`config.mk`:
```
export PLATFORM = sky130hd
export DESIGN_NAME = plt_lane
export DESIGN_NICKNAME = d
export VERILOG_FILES = /design/src/sv/plt_pkg.sv /design/src/sv/plt_lane.sv
export SDC_FILE = /design/constraint.sdc
export NUM_CORES = 1
export LEC_CHECK = 0
export BUFFER_PORTS_ARGS = -buffer_cell sky130_fd_sc_hd__buf_2
export CORE_MARGIN = 5
export CORE_UTILIZATION = 40
export DETAILED_ROUTE_END_ITERATION = 8
export GPL_TIMING_DRIVEN = 0
export PLACE_DENSITY = 0.67
export SYNTH_ARGS = -nofsm -noshare
export SYNTH_HDL_FRONTEND = slang
export SYNTH_SLANG_ARGS = --single-unit
```
`constraint.sdc`:
```
create_clock -name clk -period 5.1 [get_ports clk]
set_clock_uncertainty 0.1 [all_clocks]
set_input_delay 0.765 -clock clk [delete_from_list [all_inputs] [get_ports clk]]
set_output_delay 0.765 -clock clk [all_outputs]
set_load 0.01 [all_outputs]
```
`src/sv/plt_pkg.sv`:
```
`timescale 1ns / 1ps

package plt_pkg;

	localparam int unsigned CH_W      = 8;
	localparam int unsigned RGB_W     = 3 * CH_W;
	localparam int unsigned IDX_W     = 16;
	localparam int unsigned PIX_W     = 32;
	// |2*delta| is at most 510: nine dividend bits, one quotient bit per cycle
	localparam int unsigned DIV_STEPS = CH_W + 1;
	localparam int unsigned DIV_CNT_W = 4;
	localparam int unsigned QD_W      = CH_W + 2;

	typedef enum logic [1:0] {
		OP_CLEAR  = 2'd0,
		OP_POINT  = 2'd1,
		OP_LOOKUP = 2'd2
	} opcode_t;

	typedef enum logic [1:0] {
		STAT_OK     = 2'd0,
		STAT_BEYOND = 2'd1,
		STAT_BELOW  = 2'd2
	} status_t;

	typedef enum logic [2:0] {
		S_IDLE,
		S_PREP,
		S_DIV,
		S_FIX,
		S_STEP
	} state_t;

	typedef struct packed {
		logic load;
		logic div;
		logic fix;
		logic step;
	} lane_ctrl_t;

endpackage

```
`src/sv/plt_lane.sv`:
```
`timescale 1ns / 1ps

// One color channel of the span fill. A bit-serial divider splits 2*delta
// into quotient and remainder over the divisor 2*span once per span; after
// that each step adds them to a running value/remainder pair, which tracks
// floor((2*(a*(span-k) + b*k) + span) / (2*span)) exactly.
module plt_lane import plt_pkg::*; #(
	parameter int unsigned DW = 13
) (
	input  logic            clk,
	input  lane_ctrl_t      ctrl,
	input  logic [CH_W-1:0] a,
	input  logic [CH_W-1:0] b,
	input  logic [DW-1:0]   divisor,
	output logic [CH_W-1:0] value
);

	logic [CH_W-1:0]             v_q;
	logic [DW-1:0]               r_q;
	logic [DIV_STEPS-1:0]        u_q;
	logic [DIV_STEPS-1:0]        quo_q;
	logic [DW-1:0]               rem_q;
	logic                        neg_q;
	logic signed [QD_W-1:0]      qd_q;
	logic [DW-1:0]               rd_q;

	logic signed [QD_W-1:0]      diff;
	logic [QD_W-1:0]             mag;
	logic [DIV_STEPS-1:0]        u_init;
	logic [DW:0]                 rem_ext;
	logic                        rem_ge;
	logic [DW-1:0]               rem_nxt;
	logic [QD_W-1:0]             q_ext;
	logic signed [QD_W-1:0]      qd_nxt;
	logic [DW-1:0]               rd_nxt;
	logic [DW:0]                 r_sum;
	logic signed [QD_W-1:0]      v_sum;
	logic                        wrap;
	logic [DW-1:0]               r_step;
	logic signed [QD_W-1:0]      v_step;

	always_comb begin
		diff   = signed'({2'b00, b}) - signed'({2'b00, a});
		mag    = diff[QD_W-1] ? QD_W'(-diff) : QD_W'(diff);
		u_init = {mag[CH_W-1:0], 1'b0};
	end

	// restoring divider, one quotient bit per cycle
	always_comb begin
		rem_ext = {rem_q, u_q[DIV_STEPS-1]};
		rem_ge  = rem_ext >= {1'b0, divisor};
		rem_nxt = rem_ge ? DW'(rem_ext - {1'b0, divisor}) : rem_ext[DW-1:0];
	end

	// floor division for a negative delta
	always_comb begin
		q_ext = {1'b0, quo_q};
		if (!neg_q) begin
			qd_nxt = signed'(q_ext);
			rd_nxt = rem_q;
		end else if (rem_q != '0) begin
			qd_nxt = signed'(~q_ext);
			rd_nxt = divisor - rem_q;
		end else begin
			qd_nxt = signed'(QD_W'(-q_ext));
			rd_nxt = '0;
		end
	end

	always_comb begin
		r_sum  = {1'b0, r_q} + {1'b0, rd_q};
		v_sum  = signed'({2'b00, v_q}) + qd_q;
		wrap   = r_sum >= {1'b0, divisor};
		r_step = wrap ? DW'(r_sum - {1'b0, divisor}) : r_sum[DW-1:0];
		v_step = wrap ? v_sum + signed'(QD_W'(1)) : v_sum;
		value  = v_step[CH_W-1:0];
	end

	always_ff @(posedge clk) begin
		if (ctrl.load) begin
			v_q   <= a;
			r_q   <= DW'(divisor >> 1);
			u_q   <= u_init;
			neg_q <= diff[QD_W-1];
			rem_q <= '0;
			quo_q <= '0;
		end else if (ctrl.div) begin
			u_q   <= {u_q[DIV_STEPS-2:0], 1'b0};
			rem_q <= rem_nxt;
			quo_q <= {quo_q[DIV_STEPS-2:0], rem_ge};
		end else if (ctrl.fix) begin
			qd_q <= qd_nxt;
			rd_q <= rd_nxt;
		end else if (ctrl.step) begin
			v_q <= value;
			r_q <= r_step;
		end
	end

endmodule
```
# [Word level (Yosys, flattened, before mapping)]
# Cells that the tools add are included.
[op_classes] multipliers=0 mux=18 shifts=0 addsub=9 reduce_logical=6 bitwise=4 eq_ne=2 n_lt_le_gt_ge=2 n_div=0
[op_table] operator="two-way mux 8 bit" n=8
[op_table] operator="two-way mux 13 bit" n=4
[op_table] operator="two-way mux 12 bit" n=4
[op_table] operator="subtractor 13 bit" n=3
[op_table] operator=">= comparator 14 x 13 -> 1 bit" n=2
[op_table] operator="two-way mux 9 bit" n=2
[op_table] operator="negation 8 bit" n=2
[op_table] operator="adder 13 x 13 -> 14 bit" n=1
[op_table] operator="nonzero test 13 bit" n=1
[op_table] operator="AND reduction 3 bit" n=3
[op_table] operator="subtractor 8 x 8 -> 9 bit" n=1
[op_table] operator="adder 8 x 2 -> 8 bit (second input constant)" n=1
[op_table] operator="adder 8 bit" n=1
[op_table] operator="inverter 8 bit" n=1
[op_table] operator="inequality test 2 x 1 -> 1 bit (second input constant)" n=2
[op_table] operator="nonzero test 2 bit" n=2
[op_table] operator="inverter 1 bit" n=3
[totals] word_cells=50 ff_bits=72 in_bits=34 memories=0 ram_bits=0 latch_bits=0 mem_bits_ro=0 output_inout_bits=8

# [Longest topological paths before layout]
[logic_depth] depth_word=7 depth_mapped=16 depth_no_buf=15

# [Worst setup path before layout]
# No wires, ideal clock.
[synth_path] path_type="register -> output" from="register r_q[0]" to="output value[6]" path_stages_with_launch=16 slack_ns=0.941 path_buffers=1 arrival_time_ns=3.294 t_required_ns=4.235 path_cell_list="edfxtp_1 > ha_1 > fa_1 > a21oi_1 > o211ai_1 > a21o_1 > xor2_1 > ha_1 > nand2_1 > nor2_1 > a31oi_2 > a31oi_4 > nor2_8 > buf_6 > nor2_1 > xor2_1"
[synth_via] elab_chain_len=3
[synth_rtl] element="from (decl)" line_no="plt_lane.sv:19" text="logic [DW-1:0] r_q;"
[synth_rtl] element="from (signal assigned)" line_no="plt_lane.sv:82" text="r_q <= DW'(divisor >> 1);"
[synth_rtl] element="from (signal assigned)" line_no="plt_lane.sv:96" text="r_q <= r_step;"
[synth_rtl] element="adder 13 x 13 -> 14 bit" line_no="plt_lane.sv:71" text="r_sum = {1'b0, r_q} + {1'b0, rd_q};"
[synth_rtl] element=">= comparator 14 x 13 -> 1 bit" line_no="plt_lane.sv:73" text="wrap = r_sum >= {1'b0, divisor};"
[synth_rtl] element="two-way mux 8 bit" line_no="plt_lane.sv:75" text="v_step = wrap ? v_sum + signed'(QD_W'(1)) : v_sum;"
[synth_rtl] element="to (decl)" line_no="plt_lane.sv:15" text="output logic [CH_W-1:0] value"
# Every way passes these cells.

# [Worst setup path in the final report]
[layout_path] from="register r_q[1]" to="output value[1]"
# Same word-level chain as after synthesis.

==> flow_metrics.py <==
metrics = {
    "synth": {
        "syn_inst": 708,
        "avgSynthCellArea_um2": 9.16,
        "muxShareOfSynthArea_pct": 6.87,
        "yosys-top-cells-area": "edfxtp_1 (23%), ha_1 (13%), dfxtp_1 (6.8%)",
        "synth-compound-area-share_pct": 22.0,
        "synth_common_cells": "ha_1 (69), nor2_1 (61), inv_1 (52)",
        "ys_ff_latch": 72,
        "synth-edff-count": 50,
        "synth.distinct_cells": 65,
        "synth.top_cell.area_share_pct": 23.1,
        "synthArstFlopShare_pct": 0,
        "syn_area_um2": 6490,
        "synth_top_family_by_area": "compound AO/OA/AOI/OAI gates",
        "yosysMostFrequentCell": "ha_1",
        "synth-xor-area-share_pct": 8.64,
        "ys_seq_area_share_pct": 29.9,
        "synth_top_cell_by_area": "edfxtp_1",
        "ys.warnings.count": 0,
        "synth-main-ff-cell": "edfxtp_1",
        "synth_fa_ha_area_share_pct": 15.2,
        "synth-simple-area-share_pct": 13.0,
        "synth_fp_nets": 817,
    },
    "detailed_routing": {
        "first_pass_iters": 5,
        "ant_nets": 0,
        "drc": 0,
        "routedWlPerCell_um": 16.5,
        "drt_iter0_markers": 314,
        "wirelength_mm": 16.3,
        "via_per_inst": 5.44,
        "vias": 5369,
    },
    "power": {
        "p_int_uw": 2350,
        "p_per_area_nw_per_um2": 568,
        "combPwrFrac_pct": 65.7,
        "p_switching_uw": 1820,
        "p_seq_share_pct": 20.3,
        "clkPwrFrac_pct": 14.0,
        "max-vdd-ir-drop_mv": 0.277,
        "p_leak_uw": 0.00307,
        "p_sw_share_pct": 43.6,
    },
    "cells_and_area": {
        "syn_to_final_growth_pct": 13.2,
        "diodes": 0,
        "post-route-cell-area_um2": 7340,
        "nNetsFinal": 875,
        "final_layout_size_suffix_gt1_share_pct": 13.9,
    },
    "placement": {
        "dp_hpwl_mm": 12.9,
        "place_area_um2": 6980,
        "place.gp.congestion": 0.877,
        "io_buffers": 40,
    },
    "worst_setup_path": {
        "required_ns": 4.24,
        "path_max_fanout": 7,
        "critPathLaunchType": "flop",
        "end_kind": "output port",
        "cp.arrival_ns": 3.98,
        "worst-setup-path-type": "reg -> out",
    },
    "die": {
        "start_util_pct": 40.8,
        "rows": 46,
        "die_h_um": 137,
        "coreArea_um2": 15900,
        "ios": 42,
        "dieArea_um2": 18900,
        "die_x_um": 137,
    },
    "clock_tree": {
        "hold_buffers": 0,
        "tritoncts": "built",
        "clock_latency_ns": 0.34,
        "cts.path.max_buffers": 2,
        "ctsRootBufferMaster": "clkbuf_16",
        "cts_buffers": 9,
        "htree_num_levels": 3,
        "clkTransAtPathRegs_ns": 0.06,
        "cts_sinks": 72,
    },
    "timing": {
        "drv_slew": 0,
        "setup_violations": 0,
        "max_freq_mhz": 206,
        "worstMarginPinSlew_ns": 0.971,
        "finalHoldViolations": 0,
        "maxSlewHeadroom_pct": 35.2,
        "timing.final.crit_share_pct": 95.0,
        "fin_crit_ns": 4.84,
        "setup_tns_ns": 0,
    },
    "global_routing": {
        "grt_max_degree": 22,
        "grt.total_usage_pct": 17.8,
        "grt_first_pass_wirelength_mm": 26.3,
        "grt_pass1_vias": 5241,
        "antenna_found_initial": 0,
        "gr-max-usage-layer": "met2",
        "met1_usage_pct": 23.6,
        "grt.met3_usage_pct": 2.23,
        "globalRouteMet2Util_pct": 29.6,
        "grt_overflow": 0,
    },
    "min_path": {
        "hold_path.class": "reg -> reg",
    },
    "run_status": {
        "status": "finished, final reports clean",
    },
    "flow_run": {
        "maxCapViolCount": 0,
    },
}
-- worst paths after layout --
check                  startpoint                    to  slack, ns  cells past startpoint
max              r_q[1]$_DFFE_PP_              value[1]       0.26                     15
min reg2reg  r_q[12]$_SDFFE_PP0P_  r_q[12]$_SDFFE_PP0P_       0.37                      2
max reg2reg      r_q[1]$_DFFE_PP_      v_q[1]$_DFFE_PP_       0.99                     15
min          r_q[12]$_SDFFE_PP0P_  r_q[12]$_SDFFE_PP0P_       0.37                      2
-- logic make-up (layout without fill, tap and decap cells) --
kind of cell | after synthesis | count (layout)
xor+xnor | 64 | 64
mux | 42 | 42
compound gates | 208 | 208
buf+inv | 71 | 134
simple gates | 176 | 176
flops | 72 | 72
fa+ha+maj | 75 | 75
-- cell type report --
type	instances	area [um2]
fillers	1538	8540
multi-input cells	565	4300
flip-flops and latches	72	1940
repair buffers	47	273
well taps	216	270
clock buffers	9	225
inverters	52	195
plain buffers	19	87.6
clock inverters	7	46.3
-- through the flow --
step	total power (uW)	worst slack [ns]	hold slack (ns)	cells	util (%)
2_1_floorplan	2860	0.941	0.337	708	-
3_3_place_gp	3380	0.334	0.354	964	43.8
3_5_place_dp	3410	0.314	0.365	965	43.9
4_1_cts	4100	0.00676	0.372	984	45.9
5_1_grt	4510	-0.0733	0.382	987	46.2
6_report	4170	0.257	0.370	987	46.2
-- timing repair --
item / CTS / global route
pin swaps: 1 / 3
hold endpoints to repair: 0 / 0
endpoints found under the setup margin: 1 / 7
setup buffers: 3 / 3
gates resized for setup: 1 / 10
-- sequential cells by signal (all words and copies together) (netlist names) --
name   cells
r_q       13
rd_q      13
rem_q     13
qd_q       8
quo_q      8
u_q        8
v_q        8
neg_q      1
-- critical path, cell delays in order, from the launching register on --
cell,delay [ns]
edfxtp_1,0.43
ha_1,0.35
a211oi_2,0.28
o21a_1,0.26
nor2_1,0.07
a21oi_1,0.18
xnor2_1,0.17
ha_1,0.32
a21oi_1,0.24
o21ai_1,0.14
a31oi_2,0.27
a31oi_4,0.21
nor2_8,0.18
buf_12,0.12
mux2_4,0.30
buf_2,0.14
-- layout by cell type (no fill, tap or decap), drive strengths merged, types with 3 or more instances in the layout --
cell and n:
a211oi 20, and3 9, o211ai 8, o22ai 9
edfxtp 50, xnor2 39, nor3 19, clkbuf 21
o41ai 4, nor2b 7, fa 6, mux2i 31
nor2 62, inv 53, nand3 8, buf 54
nand2b 10, clkinv 4, a31oi 11, a21oi 52
a22oi 3, dfxtp 22, o31ai 5, o21bai 3
nand4 6, nor4 4, ha 69, o31a 3
mux2 11, xor2 25, or2 8, o21a 15
o21ai 46, a21o 13, nand2 37
-- power by group through the flow --
stage | combinational, uW | clock (uW) | sequential (uW)
finish | 2740 | 584 | 846
global route | 3040 | 620 | 857
CTS | 2650 | 596 | 845
detailed placement | 2550 | 0 | 857
global placement | 2520 | 0 | 854
floorplan | 2020 | 0 | 837
-- per-layer routing --
| metal | wire length [um] | part of all wire (%) |
|---|---|---|
| met1 | 7680 | 47 |
| met2 | 7760 | 48 |
| met3 | 440 | 2.7 |
| met4 | 431 | 2.6 |
| met5 | 0 | 0 |
No activity file was read; power rests on OpenSTA's default activity.
